<file path="config.mk">
export PLATFORM = sky130hd
export DESIGN_NAME = multi_slot_timer_scheduler
export DESIGN_NICKNAME = d
export VERILOG_FILES = /design/src/msts_pkg.sv /design/src/msts_ram.sv /design/src/msts_ctrl.sv /design/src/msts_dp.sv /design/src/multi_slot_timer_scheduler.sv
export SDC_FILE = /design/constraint.sdc
export NUM_CORES = 1
export LEC_CHECK = 0
export BUFFER_PORTS_ARGS = -buffer_cell sky130_fd_sc_hd__buf_2
export CORE_ASPECT_RATIO = 0.9
export CORE_MARGIN = 5
export CORE_UTILIZATION = 63
export CTS_BUF_LIST = sky130_fd_sc_hd__clkbuf_16
export DETAILED_ROUTE_END_ITERATION = 6
export GPL_TIMING_DRIVEN = 0
export PLACE_DENSITY = 0.8
export SYNTH_ARGS = -nofsm -noshare
export SYNTH_HDL_FRONTEND = slang
export SYNTH_SLANG_ARGS = --single-unit
</file>
<file path="constraint.sdc">
create_clock -name clock -period 9.4 [get_ports clock]
set_clock_uncertainty 0.2 [all_clocks]
set_input_delay 0.47 -clock clock [delete_from_list [all_inputs] [get_ports clock]]
set_output_delay 0.47 -clock clock [all_outputs]
set_load 0.01 [all_outputs]
</file>
<file path="src/msts_pkg.sv">
// Shared types and constants of the multi-slot timer scheduler.
// Used by msts_ctrl, msts_dp and the top module; depends on nothing.
package msts_pkg;

   localparam int SLOTS = 16;
   localparam int TIME_BITS = 32;
   localparam int SLOT_BITS = (SLOTS > 1) ? $clog2(SLOTS) : 1;
   localparam int MAX_FIRES = 16;
   localparam int CNT_BITS = $clog2(MAX_FIRES + 1);
   localparam int DELAY_BITS = 16;
   localparam int PERIOD_BITS = 16;
   localparam int HANDLE_BITS = 4;
   localparam int SLOT_OUT_BITS = 4;

   typedef enum logic [1:0] {
      MODE_SCHED  = 2'd0,
      MODE_CANCEL = 2'd1,
      MODE_TICK   = 2'd2,
      MODE_NOP    = 2'd3
   } mode_type;

   typedef enum logic [1:0] {
      KIND_SCHED  = 2'd0,
      KIND_FULL   = 2'd1,
      KIND_CANCEL = 2'd2,
      KIND_FIRE   = 2'd3
   } kind_type;

   typedef enum logic [2:0] {
      ST_IDLE,
      ST_SCAN,
      ST_CMP,
      ST_FIRE,
      ST_FLUSH
   } state_type;

   typedef struct packed {
      logic [1:0]             mode;
      logic [DELAY_BITS-1:0]  start_delay;
      logic [PERIOD_BITS-1:0] period_ms;
      logic [HANDLE_BITS-1:0] handle;
   } req_type;

   typedef struct packed {
      logic [1:0]               kind;
      logic [SLOT_OUT_BITS-1:0] slot;
      logic                     ok;
      logic                     last;
   } rsp_type;

   typedef struct packed {
      logic accept;
      logic scan_clear;
      logic scan_step;
      logic fire;
      logic emit_pend;
      logic emit_last;
   } cmd_type;

   typedef struct packed {
      logic scan_last;
      logic best_valid;
      logic pend_valid;
      logic cap_hit;
      logic out_free;
   } status_type;

endpackage

</file>
<file path="src/msts_ram.sv">
// Generic simple dual-port RAM with registered read data.
// No dependencies.
module msts_ram #(
   parameter int WIDTH = 8,
   parameter int DEPTH = 16
) (
   input  logic                                        clock,
   input  logic                                        wr_en,
   input  logic [((DEPTH > 1) ? $clog2(DEPTH) : 1)-1:0] wr_addr,
   input  logic [WIDTH-1:0]                            wr_data,
   input  logic [((DEPTH > 1) ? $clog2(DEPTH) : 1)-1:0] rd_addr,
   output logic [WIDTH-1:0]                            rd_data
);

   logic [WIDTH-1:0] mem_ff [DEPTH];
   logic [WIDTH-1:0] rd_data_ff;

   always_ff @(posedge clock) begin
      if (wr_en) begin
         mem_ff[wr_addr] <= wr_data;
      end
      rd_data_ff <= mem_ff[rd_addr];
   end

   assign rd_data = rd_data_ff;

endmodule

</file>
<file path="src/msts_ctrl.sv">
// Controller state machine of the timer scheduler.
// Depends on msts_pkg; drives the datapath through cmd_type, reads status_type.
module msts_ctrl (
   input  logic                 clock,
   input  logic                 reset,
   input  logic                 req_valid,
   input  logic [1:0]           req_mode,
   input  msts_pkg::status_type status,
   output logic                 req_stall,
   output msts_pkg::cmd_type    cmd
);
   import msts_pkg::*;

   state_type state_ff, state_in;

   always_ff @(posedge clock) begin
      if (reset) begin
         state_ff <= ST_IDLE;
      end else begin
         state_ff <= state_in;
      end
   end

   always_comb begin
      state_in = state_ff;
      cmd = '0;
      req_stall = !((state_ff == ST_IDLE) && status.out_free);
      case (state_ff)
         ST_IDLE: begin
            if (req_valid && !req_stall) begin
               cmd.accept = 1'b1;
               if (req_mode == MODE_TICK) begin
                  cmd.scan_clear = 1'b1;
                  state_in = ST_SCAN;
               end
            end
         end
         ST_SCAN: begin
            cmd.scan_step = 1'b1;
            if (status.scan_last) begin
               state_in = ST_CMP;
            end
         end
         ST_CMP: begin
            state_in = ST_FIRE;
         end
         ST_FIRE: begin
            if (status.best_valid) begin
               if (!status.pend_valid || status.out_free) begin
                  cmd.fire = 1'b1;
                  cmd.emit_pend = status.pend_valid;
                  if (status.cap_hit) begin
                     state_in = ST_FLUSH;
                  end else begin
                     cmd.scan_clear = 1'b1;
                     state_in = ST_SCAN;
                  end
               end
            end else if (!status.pend_valid) begin
               state_in = ST_IDLE;
            end else if (status.out_free) begin
               cmd.emit_pend = 1'b1;
               cmd.emit_last = 1'b1;
               state_in = ST_IDLE;
            end
         end
         ST_FLUSH: begin
            if (status.out_free) begin
               cmd.emit_pend = 1'b1;
               cmd.emit_last = 1'b1;
               state_in = ST_IDLE;
            end
         end
         default: begin
            state_in = ST_IDLE;
         end
      endcase
   end

endmodule

</file>
<file path="src/msts_dp.sv">
// Datapath of the timer scheduler: clock, slot table, scan and result register.
// Depends on msts_pkg and msts_ram; controlled by msts_ctrl.
module msts_dp (
   input  logic                 clock,
   input  logic                 reset,
   input  msts_pkg::cmd_type    cmd,
   input  msts_pkg::req_type    req_data,
   input  logic                 rsp_stall,
   output msts_pkg::status_type status,
   output logic                 rsp_valid,
   output msts_pkg::rsp_type    rsp_data
);
   import msts_pkg::*;

   logic [TIME_BITS-1:0]   now_ff, now_in;
   logic [SLOTS-1:0]       active_ff, active_in;
   logic [SLOT_BITS-1:0]   scan_idx_ff, scan_idx_in;
   logic                   cmp_valid_ff;
   logic [SLOT_BITS-1:0]   cmp_idx_ff;
   logic                   best_valid_ff, best_valid_in;
   logic [SLOT_BITS-1:0]   best_idx_ff, best_idx_in;
   logic [TIME_BITS-1:0]   best_late_ff, best_late_in;
   logic [PERIOD_BITS-1:0] best_period_ff, best_period_in;
   logic                   pend_valid_ff, pend_valid_in;
   logic [SLOT_BITS-1:0]   pend_slot_ff, pend_slot_in;
   logic [CNT_BITS-1:0]    fire_cnt_ff, fire_cnt_in;
   logic                   rsp_valid_ff, rsp_valid_in;
   rsp_type                rsp_ff, rsp_in;

   logic                   due_wr_en;
   logic [SLOT_BITS-1:0]   due_wr_addr;
   logic [TIME_BITS-1:0]   due_wr_data;
   logic [TIME_BITS-1:0]   due_rd_data;
   logic [PERIOD_BITS-1:0] per_rd_data;

   logic                   do_sched, do_cancel, do_tick, sched_wr;
   logic                   free_found;
   logic [SLOT_BITS-1:0]   free_idx;
   logic                   cancel_ok;
   logic [TIME_BITS-1:0]   late;
   logic                   cmp_hit;
   logic                   out_free;
   logic                   rsp_load;

   assign do_sched  = cmd.accept && (req_data.mode == MODE_SCHED);
   assign do_cancel = cmd.accept && (req_data.mode == MODE_CANCEL);
   assign do_tick   = cmd.accept && (req_data.mode == MODE_TICK);
   assign sched_wr  = do_sched && free_found;

   always_comb begin
      free_found = 1'b0;
      free_idx = '0;
      for (int i = SLOTS - 1; i >= 0; i--) begin
         if (!active_ff[i]) begin
            free_found = 1'b1;
            free_idx = SLOT_BITS'(i);
         end
      end
   end

   assign cancel_ok = (32'(req_data.handle) < SLOTS)
                      && active_ff[SLOT_BITS'(req_data.handle)];

   msts_ram #(.WIDTH(TIME_BITS), .DEPTH(SLOTS)) u_due_ram (
      .clock   (clock),
      .wr_en   (due_wr_en),
      .wr_addr (due_wr_addr),
      .wr_data (due_wr_data),
      .rd_addr (scan_idx_ff),
      .rd_data (due_rd_data)
   );

   msts_ram #(.WIDTH(PERIOD_BITS), .DEPTH(SLOTS)) u_per_ram (
      .clock   (clock),
      .wr_en   (sched_wr),
      .wr_addr (free_idx),
      .wr_data (req_data.period_ms),
      .rd_addr (scan_idx_ff),
      .rd_data (per_rd_data)
   );

   always_comb begin
      due_wr_en = 1'b0;
      due_wr_addr = free_idx;
      due_wr_data = now_ff + TIME_BITS'(req_data.start_delay);
      if (sched_wr) begin
         due_wr_en = 1'b1;
      end else if (cmd.fire && (best_period_ff != '0)) begin
         due_wr_en = 1'b1;
         due_wr_addr = best_idx_ff;
         due_wr_data = now_ff + TIME_BITS'(best_period_ff);
      end
   end

   assign late = now_ff - due_rd_data;
   assign cmp_hit = cmp_valid_ff && active_ff[cmp_idx_ff] && !late[TIME_BITS-1]
                    && (!best_valid_ff || (late > best_late_ff));

   always_comb begin
      now_in = do_tick ? now_ff + TIME_BITS'(1) : now_ff;

      active_in = active_ff;
      if (sched_wr) begin
         active_in[free_idx] = 1'b1;
      end
      if (do_cancel && cancel_ok) begin
         active_in[SLOT_BITS'(req_data.handle)] = 1'b0;
      end
      if (cmd.fire && (best_period_ff == '0)) begin
         active_in[best_idx_ff] = 1'b0;
      end

      scan_idx_in = scan_idx_ff;
      if (cmd.scan_clear) begin
         scan_idx_in = '0;
      end else if (cmd.scan_step) begin
         scan_idx_in = scan_idx_ff + SLOT_BITS'(1);
      end

      best_valid_in = best_valid_ff;
      best_idx_in = best_idx_ff;
      best_late_in = best_late_ff;
      best_period_in = best_period_ff;
      if (cmd.scan_clear) begin
         best_valid_in = 1'b0;
      end else if (cmp_hit) begin
         best_valid_in = 1'b1;
         best_idx_in = cmp_idx_ff;
         best_late_in = late;
         best_period_in = per_rd_data;
      end

      pend_valid_in = pend_valid_ff;
      pend_slot_in = pend_slot_ff;
      if (do_tick) begin
         pend_valid_in = 1'b0;
      end else if (cmd.fire) begin
         pend_valid_in = 1'b1;
         pend_slot_in = best_idx_ff;
      end else if (cmd.emit_pend) begin
         pend_valid_in = 1'b0;
      end

      fire_cnt_in = fire_cnt_ff;
      if (do_tick) begin
         fire_cnt_in = '0;
      end else if (cmd.fire) begin
         fire_cnt_in = fire_cnt_ff + CNT_BITS'(1);
      end
   end

   assign out_free = !rsp_valid_ff || !rsp_stall;

   always_comb begin
      rsp_load = 1'b0;
      rsp_in = rsp_ff;
      if (do_sched) begin
         rsp_load = 1'b1;
         if (free_found) begin
            rsp_in.kind = KIND_SCHED;
            rsp_in.slot = SLOT_OUT_BITS'(free_idx);
            rsp_in.ok = 1'b1;
         end else begin
            rsp_in.kind = KIND_FULL;
            rsp_in.slot = '0;
            rsp_in.ok = 1'b0;
         end
         rsp_in.last = 1'b1;
      end else if (do_cancel) begin
         rsp_load = 1'b1;
         rsp_in.kind = KIND_CANCEL;
         rsp_in.slot = req_data.handle;
         rsp_in.ok = cancel_ok;
         rsp_in.last = 1'b1;
      end else if (cmd.emit_pend) begin
         rsp_load = 1'b1;
         rsp_in.kind = KIND_FIRE;
         rsp_in.slot = SLOT_OUT_BITS'(pend_slot_ff);
         rsp_in.ok = 1'b1;
         rsp_in.last = cmd.emit_last;
      end
      rsp_valid_in = rsp_load || (rsp_valid_ff && rsp_stall);
   end

   always_ff @(posedge clock) begin
      if (reset) begin
         now_ff <= '0;
         active_ff <= '0;
         cmp_valid_ff <= 1'b0;
         best_valid_ff <= 1'b0;
         pend_valid_ff <= 1'b0;
         fire_cnt_ff <= '0;
         rsp_valid_ff <= 1'b0;
      end else begin
         now_ff <= now_in;
         active_ff <= active_in;
         cmp_valid_ff <= cmd.scan_step;
         best_valid_ff <= best_valid_in;
         pend_valid_ff <= pend_valid_in;
         fire_cnt_ff <= fire_cnt_in;
         rsp_valid_ff <= rsp_valid_in;
      end
   end

   always_ff @(posedge clock) begin
      scan_idx_ff <= scan_idx_in;
      cmp_idx_ff <= scan_idx_ff;
      best_idx_ff <= best_idx_in;
      best_late_ff <= best_late_in;
      best_period_ff <= best_period_in;
      pend_slot_ff <= pend_slot_in;
      if (rsp_load) begin
         rsp_ff <= rsp_in;
      end
   end

   assign status.scan_last = (scan_idx_ff == SLOT_BITS'(SLOTS - 1));
   assign status.best_valid = best_valid_ff;
   assign status.pend_valid = pend_valid_ff;
   assign status.cap_hit = (fire_cnt_ff == CNT_BITS'(MAX_FIRES - 1));
   assign status.out_free = out_free;

   assign rsp_valid = rsp_valid_ff;
   assign rsp_data = rsp_ff;

`ifndef SYNTH
   a_fire_armed: assert property (@(posedge clock) disable iff (reset)
      cmd.fire |-> best_valid_ff && active_ff[best_idx_ff])
      else $error("fired slot is not armed");
   a_no_overwrite: assert property (@(posedge clock) disable iff (reset)
      rsp_load |-> out_free)
      else $error("result register overwritten while waiting");
   a_emit_pending: assert property (@(posedge clock) disable iff (reset)
      cmd.emit_pend |-> pend_valid_ff)
      else $error("fire emitted with nothing pending");
   a_fire_cap: assert property (@(posedge clock) disable iff (reset)
      fire_cnt_ff <= CNT_BITS'(MAX_FIRES))
      else $error("fire count beyond limit");
`endif

endmodule

</file>
<file path="src/multi_slot_timer_scheduler.sv">
// Multi-slot timer scheduler: a table of timer slots served one item at a time.
// Schedule and cancel items give one result each, valid the cycle after
// the item is accepted. A tick item advances the millisecond clock and then scans the
// due-time memory one slot per cycle in rounds; each round fires the most overdue armed
// slot that is due (lower slot on a tie). Rounds go on until no slot is due or sixteen
// timers have fired, and the input is held until the tick is done, also while the result
// side stalls.
// Depends on msts_pkg, msts_ctrl, msts_dp and msts_ram.
module multi_slot_timer_scheduler (
   input  logic              clock,
   input  logic              reset,
   input  logic              req_valid,
   output logic              req_stall,
   input  msts_pkg::req_type req_data,
   output logic              rsp_valid,
   input  logic              rsp_stall,
   output msts_pkg::rsp_type rsp_data
);
   import msts_pkg::*;

   cmd_type    cmd;
   status_type status;

   msts_ctrl u_ctrl (
      .clock     (clock),
      .reset     (reset),
      .req_valid (req_valid),
      .req_mode  (req_data.mode),
      .status    (status),
      .req_stall (req_stall),
      .cmd       (cmd)
   );

   msts_dp u_dp (
      .clock     (clock),
      .reset     (reset),
      .cmd       (cmd),
      .req_data  (req_data),
      .rsp_stall (rsp_stall),
      .status    (status),
      .rsp_valid (rsp_valid),
      .rsp_data  (rsp_data)
   );

endmodule
</file>
### Word level (Yosys, flattened, before mapping)

Memories as Yosys holds them, arrays and structs flattened. A register that Yosys moved wholly into a read port is not among the register bits.
Index checks and enable logic that the tools add are counted.

* add/subtract/negate cells: 6
* order comparisons: 8
* eq/ne operators: 12
* mux-type cells: 89
* bitwise gates (word level): 7
* reductions and logical operators: 39

Operators with widths (count)
* $mux 4: 18
* $add 32x16->32: 2
* $mux 32: 2
* $mux 16: 3
* $mux 1: 42
* $add 32x1->32 const B: 1
* $and 16x16->16: 2
* $gt 32x32->1: 1
* $not 16->16: 2
* $sub 32x32->32: 1
* $mux 3: 8
* $mux 8: 3
* $lt 4x5->1 const B: 4
* $logic_and 1x1->1: 16
* $logic_not 16->1: 1
* $or 16x16->16: 1
* $reduce_bool 16->1: 1
* $pmux 3 s5: 1
* $demux 1 s4: 3
* $ge 4x1->1 const B: 3
* $bmux 1 s4: 2
* $mux 2: 4
* $eq 3x2->1 const B: 2
* $logic_not 1->1: 6
* 22 further kinds: 32

* register bits after elaboration: 132
* RAM bits: 768
* input bits: 42
* memories kept: 2

Memory list
* u_dp.u_due_ram.mem_ff: depth 16, bits a word 32, read ports 1, clocked after memory_dff 1, write ports 1, RTL line msts_ram.sv:15 `logic [WIDTH-1:0] mem_ff [DEPTH];`
* u_dp.u_per_ram.mem_ff: depth 16, bits a word 16, read ports 1, clocked after memory_dff 1, write ports 1, RTL line msts_ram.sv:15

### Logic depth before layout (Yosys ltp)

Gate-level depths: netlist (run 1).

* word-level depth: 26
* mapped depth: 20

### By module

From an unflattened synthesis (run 1), not the netlist that was laid out.

* cell total of the unflattened synthesis: 2468
* area total of the unflattened synthesis: 40314.9 µm²

Modules (own cells, without submodules)
* msts_ram (u_dp.u_due_ram): times used 1, cells each 838, area an instance 19835.3 µm²
* msts_dp: times used 1, cells each 1163, area an instance 10157.2 µm²
* msts_ram (u_dp.u_per_ram): times used 1, cells each 432, area an instance 10042.1 µm²
* msts_ctrl: times used 1, cells each 35, area an instance 280.3 µm²

### Least setup slack after synthesis (run 1)

No wires, ideal clock.

* path kind: register to register
* start point: reg u_dp.now_ff[0]
* end point: reg u_dp.best_idx_ff[0] (enable)
* setup time: 0.540 ns
* data arrival time: 7.412 ns
* slack: 1.248 ns
* cell stages (with the launch flop): 21
* path through: dfxtp_1 > inv_1 > ha_1 > fa_1 > nor2b_1 > o2111ai_1 > a31oi_1 > o31ai_1 > a31oi_1 > a21bo_2 > o41ai_1 > xnor2_1 > ha_1 > nand4_1 > nor2_1 > nand2_1 > or3_1 > nor2_1 > o31a_1 > nor4_1 > a211oi_1

* longest elaborated chain between the ends: 5

RTL lines
* from (decl): RTL line msts_dp.sv:15 `logic [TIME_BITS-1:0] now_ff, now_in;`
* from (signal assigned): RTL line msts_dp.sv:195 `now_ff <= now_in;`
* $sub 32x32->32: RTL line msts_dp.sv:95 `assign late = now_ff - due_rd_data;`
* named net u_dp.late[30]: RTL line msts_dp.sv:40 `logic [TIME_BITS-1:0] late;`
* $gt 32x32->1: RTL line msts_dp.sv:97 `&& (!best_valid_ff || (late > best_late_ff));`
* $logic_or 1x1->1: RTL line msts_dp.sv:97
* $logic_and 1x1->1: RTL line msts_dp.sv:97
* $reduce_and 2->1 (no line)
* to (signal assigned): RTL line msts_dp.sv:208 `best_idx_ff <= best_idx_in;`
* to (decl): RTL line msts_dp.sv:21 `logic [SLOT_BITS-1:0] best_idx_ff, best_idx_in;`

The timed path passes the listed nets, and every way through them passes these cells.
A chain may end at the register's enable or synchronous reset.

### Final worst setup path (run 1)

* start point: reg u_dp.now_ff[1]
* end point: reg u_dp.best_period_ff[3] (enable)

* longest elaborated chain between the ends: 5

RTL lines
* $sub 32x32->32: RTL line msts_dp.sv:95
* named net u_dp.late[30]: RTL line msts_dp.sv:40
* $gt 32x32->1: RTL line msts_dp.sv:97
* $logic_or 1x1->1: RTL line msts_dp.sv:97
* $logic_and 1x1->1: RTL line msts_dp.sv:97
* $reduce_and 2->1 (no line)
* to (signal assigned): RTL line msts_dp.sv:210 `best_period_ff <= best_period_in;`
* to (decl): RTL line msts_dp.sv:23 `logic [PERIOD_BITS-1:0] best_period_ff, best_period_in;`

The timed path passes the listed nets, and every way through them passes these cells.

==> impl_metrics.yaml, run 1 <==
power_and_ir_drop:
  p_switching_uw: 2900
  pwr-share-comb_pct: 20.9
  power_density_nw_per_um2: 237
  leakagePower_uw: 0.0147
  p_sw_share_pct: 27.2
  internal_power_uw: 7760
  pwr-share-seq_pct: 45.1
  clock_power_share_pct: 33.9
  max-vdd-ir-drop_v: 0.000177
grt:
  grt_max_degree: 24
  grt_pass1_vias: 23200
  overflow: 0
  grt_pass1_wl_um: 151000
  grt_use_total_pct: 30.2
  antenna_found_initial: 2
routing:
  dr_wl_met2_um: 48200
  dr.pass1.iters: 7
  maxUsedRoutingLayer: "met4"
  wl_um: 102000
  wl_met3_um: 11900
  wl_met1_um: 37900
  drtAntennaViolNets: 0
  routed-via-count: 23100
  viasPerCell: 6.81
  drt_drc_violations_left: 32
  initialDrtViolationCount: 3519
  wl_per_cell_um: 30.1
worst_setup_path:
  reg2reg_from: "u_dp.now_ff[1]$_SDFFE_PP0P_"
  cp_data_required_time_ns: 9.55
  rrSetupSlack_ns: 3.24
  crit_arrival_ns: 6.31
  cp-start-kind: "flop"
  critical_path_class: "reg2reg"
  reg2reg_depth: 22
  crit_path_end_kind: "flop"
  cp_max_fo: 21
  worstReg2RegEnd: "u_dp.best_period_ff[3]$_DFFE_PP_"
cts:
  cts.sinks: 948
  clk_pin_slew_ns: 0.07
  ctsResizeCount: 0
  root_buffer: "clkbuf_16"
  cts_tree: "done"
  htree_levels: 3
  postCtsSetupBuffers: 0
  cts_buffers: 89
  clockBufferDepth: 3
  clk_latency_ns: 0.66
hold_path:
  min_from: "rsp_stall"
  min_to: "u_dp.rsp_valid$_SDFF_PP0_"
  worstHoldPathCells: 3
  hp-class: "in2reg"
sta:
  period_share_pct: 65.6
  rsz0062_at_grt: "false"
  max_clock_freq_mhz: 162
  min_period_ns: 6.16
  worst_slack_ns: 3.24
  slew-limit-headroom_pct: 5.07
  max_slew.worst_pin.slew_ns: 1.42
  hold_viol: 0
  setup_violations: 0
  slew_viol_final: 0
  hold_ws_ns: 0.0526
place:
  dp_hpwl_um: 65000
  numPlacedInstances: 3207
  place_ws_ns: 3.46
  gp_congestion: 0.945
  port_buffers: 50
logic_synthesis:
  synth-seq-cells: 948
  synth.most_common_cell: "edfxtp_1"
  syn_area_per_cell_um2: 17.5
  synth_area_um2: 39800
  seq_area_frac_synth_pct: 68.5
  syn_inst: 2280
  synth-edff-count: 832
  ys_warn_count: 0
  syn_nets: 2424
  synth_top_area_cell: "edfxtp_1"
  synth_commonest_cells: "edfxtp_1 (832), mux4_2 (249), nor2_1 (124)"
  synth_ff_type: "edfxtp_1"
  synth_top_cells_by_area: "edfxtp_1 (63%), mux4_2 (14%), dfxtp_1 (5.8%), ha_1 (3.1%), xnor2_1 (1.3%)"
  async_flop_share_pct: 0
  yosys.area.top_type_share_pct: 62.7
  yosysUniqueCellTypes: 71
floorplan:
  start_util_pct: 63.6
  die_w_um: 275
  die_area_um2: 68400
  num_rows: 87
  core_um2: 62700
  io_pins: 52
  dieHeight_um: 249
cells_and_area:
  drive_above_1_share_pct: 21.0
  area_delta_synth_final_pct: 13.0
  nNetsFinal: 2616
  finalNonFillerCells: 3396
run:
  maxCapViolCount: 0
outcome:
  violations: "design-rule violations"
  status: "complete, but fails checks"
[timing repair]
item | in CTS | in global routing
hold buffers | 18 | 0
endpoints found under the hold margin | 251 | 0
setup endpoints to repair | 0 | 0
[stage by stage]
step / cell area, um^2 / utilization, % / power, uW / setup TNS (ns)
after floorplan: 39800 / - / 6380 / 0
after global placement: 41200 / 65.6 / 6960 / -51.42
after detailed placement: 41900 / 66.8 / 7040 / 0
after CTS: 45000 / 71.8 / 10700 / 0
after global routing: 45000 / 71.8 / 11000 / 0
final: 45000 / 71.8 / 10700 / 0
[metal layers]
layer,up-vias,track usage (%)
li1,9505,-
met5,-,0
met4,0,10.6
met2,1658,46.5
met3,296,7.96
met1,11700,42.6
[layout by cell type (no fill, tap or decap), types with 8 or more instances in the layout]
master | synthesis | routed
or3_1 | 9 | 9
ha_1 | 99 | 99
o21ai_0 | 52 | 46
dfxtp_1 | 116 | 116
o21a_1 | 22 | 22
clkinv_1 | 0 | 22
nor2_1 | 124 | 109
nand4_1 | 31 | 31
nor2b_1 | 19 | 19
clkbuf_1 | 57 | 57
nand2b_1 | 21 | 21
edfxtp_1 | 832 | 832
buf_12 | 0 | 14
buf_1 | 10 | 10
bufinv_16 | 0 | 10
nor3_1 | 23 | 20
buf_8 | 0 | 8
xnor2_1 | 59 | 59
and2_1 | 14 | 8
and4_1 | 8 | 8
xor2_1 | 42 | 42
buf_2 | 14 | 64
a21oi_1 | 71 | 71
mux4_2 | 249 | 249
a211oi_1 | 18 | 17
inv_1 | 93 | 104
a31oi_1 | 17 | 17
nand3_1 | 33 | 33
o22ai_1 | 12 | 12
dlygate4sd3_1 | 0 | 18
clkbuf_16 | 0 | 90
nor2_4 | 0 | 8
nand2_1 | 90 | 90
and3_1 | 19 | 17
a21o_1 | 28 | 28
clkinv_2 | 0 | 20
o31ai_1 | 9 | 8
[worst max-delay path, cell delays in order, from the launching register on]
cell and delay, ns:
dfxtp_1 0.57, inv_1 0.26, fa_1 0.48, nor2b_1 0.19, o2111ai_1 0.17, a31oi_1 0.29, o31ai_1 0.16, a31oi_1 0.49
a21bo_2 0.25, o41ai_1 0.08, xnor2_1 0.18, ha_1 0.33, nand4_1 0.09, nor2_1 0.12, nand2_1 0.08, or3_1 0.42
nor2_1 0.12, o31a_1 0.14, nor4_1 0.07, a211oi_4 0.51, buf_8 0.24, buf_8 0.18, buf_8 0.22
[power by group through the flow]
stage	Combinational, uW	Clock [uW]	Sequential (uW)
after global placement	2070	0	4890
after global routing	2380	3840	4820
final	2230	3620	4810
after floorplan	1530	0	4850
after detailed placement	2140	0	4890
after CTS	2220	3640	4810
[cells by family after synthesis]
kind of cell,count (synthesis),share of synthesized area [%]
compound gates,281,4.75
xor+xnor,101,2.22
fa+ha+maj,102,3.26
buf+inv,175,1.70
flops,948,68.5
mux,259,14.3
simple gates,414,5.21
[how the worst max path moves through the flow]
| stage | from | slack [ns] | cells past startpoint | to |
|---|---|---|---|---|
| finish | u_dp.now_ff[1]$_SDFFE_PP0P_ | 3.24 | 22 | u_dp.best_period_ff[3]$_DFFE_PP_ |
| CTS | u_dp.now_ff[1]$_SDFFE_PP0P_ | 3.30 | 22 | u_dp.best_period_ff[3]$_DFFE_PP_ |
| global placement | u_dp.now_ff[0]$_SDFFE_PP0P_ | -0.99 | 20 | u_dp.best_period_ff[10]$_DFFE_PP_ |
| global route | u_dp.now_ff[0]$_SDFFE_PP0P_ | 2.88 | 23 | u_dp.best_period_ff[6]$_DFFE_PP_ |
| detailed placement | u_dp.now_ff[0]$_SDFFE_PP0P_ | 3.46 | 23 | u_dp.best_period_ff[10]$_DFFE_PP_ |
| floorplan | u_dp.now_ff[0]$_SDFFE_PP0P_ | 1.25 | 20 | u_dp.best_idx_ff[0]$_DFFE_PP_ |
[layout make-up]
cell class                      count  area (um^2)
Clock inverter                     77          678
Clock buffer                       90         2250
Buffer                             81          322
Timing Repair Buffer              101         1030
Fill cell                        3731        17700
Tap cell                          845         1060
Multi-Input combinational cell   1157        12000
Inverter                           94          358
Antenna cell                        3         7.51
Sequential cell                   948        27300
[flip-flops by register name (all words and copies together) (netlist names)]
name	flops
u_dp.u_per_ram.rd_data	16
u_dp.pend_valid_ff	1
u_dp.u_due_ram.rd_data	32
u_dp.best_valid_ff	1
u_dp.best_idx_ff	4
u_dp.rsp_valid	1
u_dp.u_per_ram.mem_ff	256
u_dp.pend_slot_ff	4
u_dp.cmp_valid_ff	1
u_dp.cmp_idx_ff	4
u_dp.best_late_ff	32
u_dp.active_ff	16
u_dp.rsp_data	8
u_ctrl.state_ff	3
u_dp.fire_cnt_ff	5
u_dp.now_ff	32
u_dp.scan_idx_ff	4
u_dp.u_due_ram.mem_ff	512
u_dp.best_period_ff	16
No activity file was read; power rests on OpenSTA's default activity.
==> run 2: changes to the inputs <==
Settings changed: CORE_UTILIZATION 63 to 57, PLACE_DENSITY 0.8 to 0.76.
Clock period 9.4 ns to 5.6 ns, I/O delays scaled along.
==> run 2 against run 1 <==
Net effect:
- the run now ends clean
- count of clock-buffer cells in the layout increased by 4
- via count decreased by 1.6%
- setup slack got worse by 3.0 ns
- cell area increased by 1.1%
- clock power increased by 77%
- wire length decreased by 3.4%
- sequential cell count unchanged
- critical path depth unchanged
- maximum frequency increased by 14%
==> impl_metrics.yaml, run 2 (synthesized netlist as in run 1, its figures left out) <==
outcome:
  status: "completed"
cells_and_area:
  largest_reg_flops: 512
  fin_area_um2: 45500
  layout_commonest_cell: "edfxtp_1"
  drive_above_1_share_pct: 21.6
  nNetsFinal: 2631
  top_register: "u_dp.u_due_ram.mem_ff"
  largest_registers: "u_dp.u_due_ram.mem_ff: 512 flops, u_dp.u_per_ram.mem_ff: 256 flops"
  area_delta_synth_final_pct: 14.2
  final_util_pct: 65.3
  diodes: 0
  final_cell_mix: "edfxtp_1 (832), mux4_2 (249), dfxtp_1 (113)"
cts:
  cts_buffers: 92
  clockBufferDepth: 3
  cts.sinks: 948
  cts_tree: "done"
  clk_latency_ns: 0.65
  htree_levels: 3
  clk_pin_slew_ns: 0.06
  root_buffer: "clkbuf_16"
grt:
  grt_use_total_pct: 26.5
  grt_pass1_vias: 22900
  antenna_found_initial: 1
  grt_pass1_wl_um: 146000
  overflow: 0
  grt_max_degree: 22
floorplan:
  num_rows: 92
  start_util_pct: 57.2
  die_area_um2: 75300
  die_w_um: 289
  core_um2: 69600
  io_pins: 52
  dieHeight_um: 261
sta:
  max_slew.worst_pin.slew_ns: 1.42
  min_period_ns: 5.40
  hold_viol: 0
  hold_ws_ns: 0.0827
  setup_violations: 0
  worst_slack_ns: 0.199
  period_share_pct: 96.4
  max_clock_freq_mhz: 185
  slew-limit-headroom_pct: 2.30
  slew_viol_final: 0
worst_setup_path:
  crit_slowest_cell: "dfxtp_1"
  cp-start-kind: "flop"
  reg2reg_from: "u_dp.now_ff[0]$_SDFFE_PP0P_"
  cp_max_fo: 19
  critical_path_class: "reg2reg"
  critPathLaunch: "u_dp.now_ff[0]$_SDFFE_PP0P_"
  cp_cell_sequence: "inv_1, ha_1, fa_1, nor2b_1, o2111ai_1, a31oi_2, o31ai_4, a31oi_4, a21o_1, a21oi_1, xnor2_1, ha_1, a21o_1, a21o_1, a21oi_1, nor2_1, a2111oi_0, nor2_1, nor4_2, a211oi_4, buf_4, buf_16"
  crit_path_end_kind: "flop"
  cp_data_required_time_ns: 5.79
  critPathMaxStageDelay_ns: 0.53
  crit_arrival_ns: 5.60
  worst_path_most_repeated_cell: "a21o_1"
power_and_ir_drop:
  p_switching_uw: 4820
  internal_power_uw: 13300
  power_density_nw_per_um2: 399
  p_sw_share_pct: 26.6
  leakagePower_uw: 0.0149
  power_uw: 18100
  clock_power_share_pct: 35.2
  pwr-share-seq_pct: 44.5
  max-vdd-ir-drop_v: 0.000316
  pwr-share-comb_pct: 20.3
routing:
  initialDrtViolationCount: 2879
  wl_um: 98800
  viasPerCell: 6.49
  routed-via-count: 22800
  drt_drc_violations_left: 0
  dr.pass1.iters: 5
  wl_per_cell_um: 28.2
  drtAntennaViolNets: 0
hold_path:
  min_from: "req_data[0]"
  hp-class: "in2reg"
place:
  gp_congestion: 0.938
  place_ws_ns: -0.424
  dp_hpwl_um: 63800
  port_buffers: 50
  placed_area_um2: 42000
run:
  maxCapViolCount: 0
## run 2: through the flow
| step | std cells | TNS (ns) |
|---|---|---|
| 5_1_grt | 3506 | -1.65 |
| 3_3_place_gp | 3270 | -222.54 |
| 2_1_floorplan | 2280 | 0 |
| 4_1_cts | 3505 | 0 |
| 6_report | 3506 | 0 |
| 3_5_place_dp | 3304 | -18.48 |
## run 2: path summary, 6_finish.rpt
path	end	slack, ns	depth (start not counted)
min reg2reg	u_dp.cmp_idx_ff[3]$_DFF_P_	0.15	0
min	u_dp.active_ff[0]$_SDFF_PP0_	0.08	4
max reg2reg	u_dp.best_late_ff[25]$_DFFE_PP_	0.20	22
max	u_dp.best_late_ff[25]$_DFFE_PP_	0.20	22
## run 2: area by class of cell
type                       count  area [um^2]
sequential                   948        27300
fill                        4511        24100
multi-input combinational   1157        12000
clock buffer                  94         2350
tap                          940         1180
timing repair buffer         113         1160
clock inverter                79          786
inverter                      94          358
buffer                        81          322
## run 2: routing by layer
layer  global-route usage (%)  part of all wire (%)  up-vias
met5                        0                     0        -
met4                     8.35                   3.5        0
met3                     6.04                    11      231
met2                     41.6                    48     1401
met1                     37.6                    38    11600
li1                         -                     -     9517
## run 2: what timing repair did
action	4_1_cts	5_1_grt
gates resized for setup	1	8
endpoints found under the setup margin	52	52
hold buffers	25	0
hold endpoints to repair	271	0
buffers inserted	3	0
pin swaps	1	0
## run 2: power by group through the flow
stage                     Clock, uW  Sequential (uW)  Combinational (uW)
final                          6390             8070                3690
after global routing           6760             8080                3950
after CTS                      6450             8070                3690
after detailed placement          0             8210                3610
after global placement            0             8210                3530
after floorplan                   0             8140                2570
## run 2: critical path, delay by kind of cell, from the launching register on
family,cells,cell delay (ns)
DFF,1,0.53
xor gates and xnor gates,1,0.18
adders and majority gates,3,0.84
AOI/OAI and AO/OA,11,2.17
and+or+nand+nor,4,0.74
buffers and inverters,3,0.46
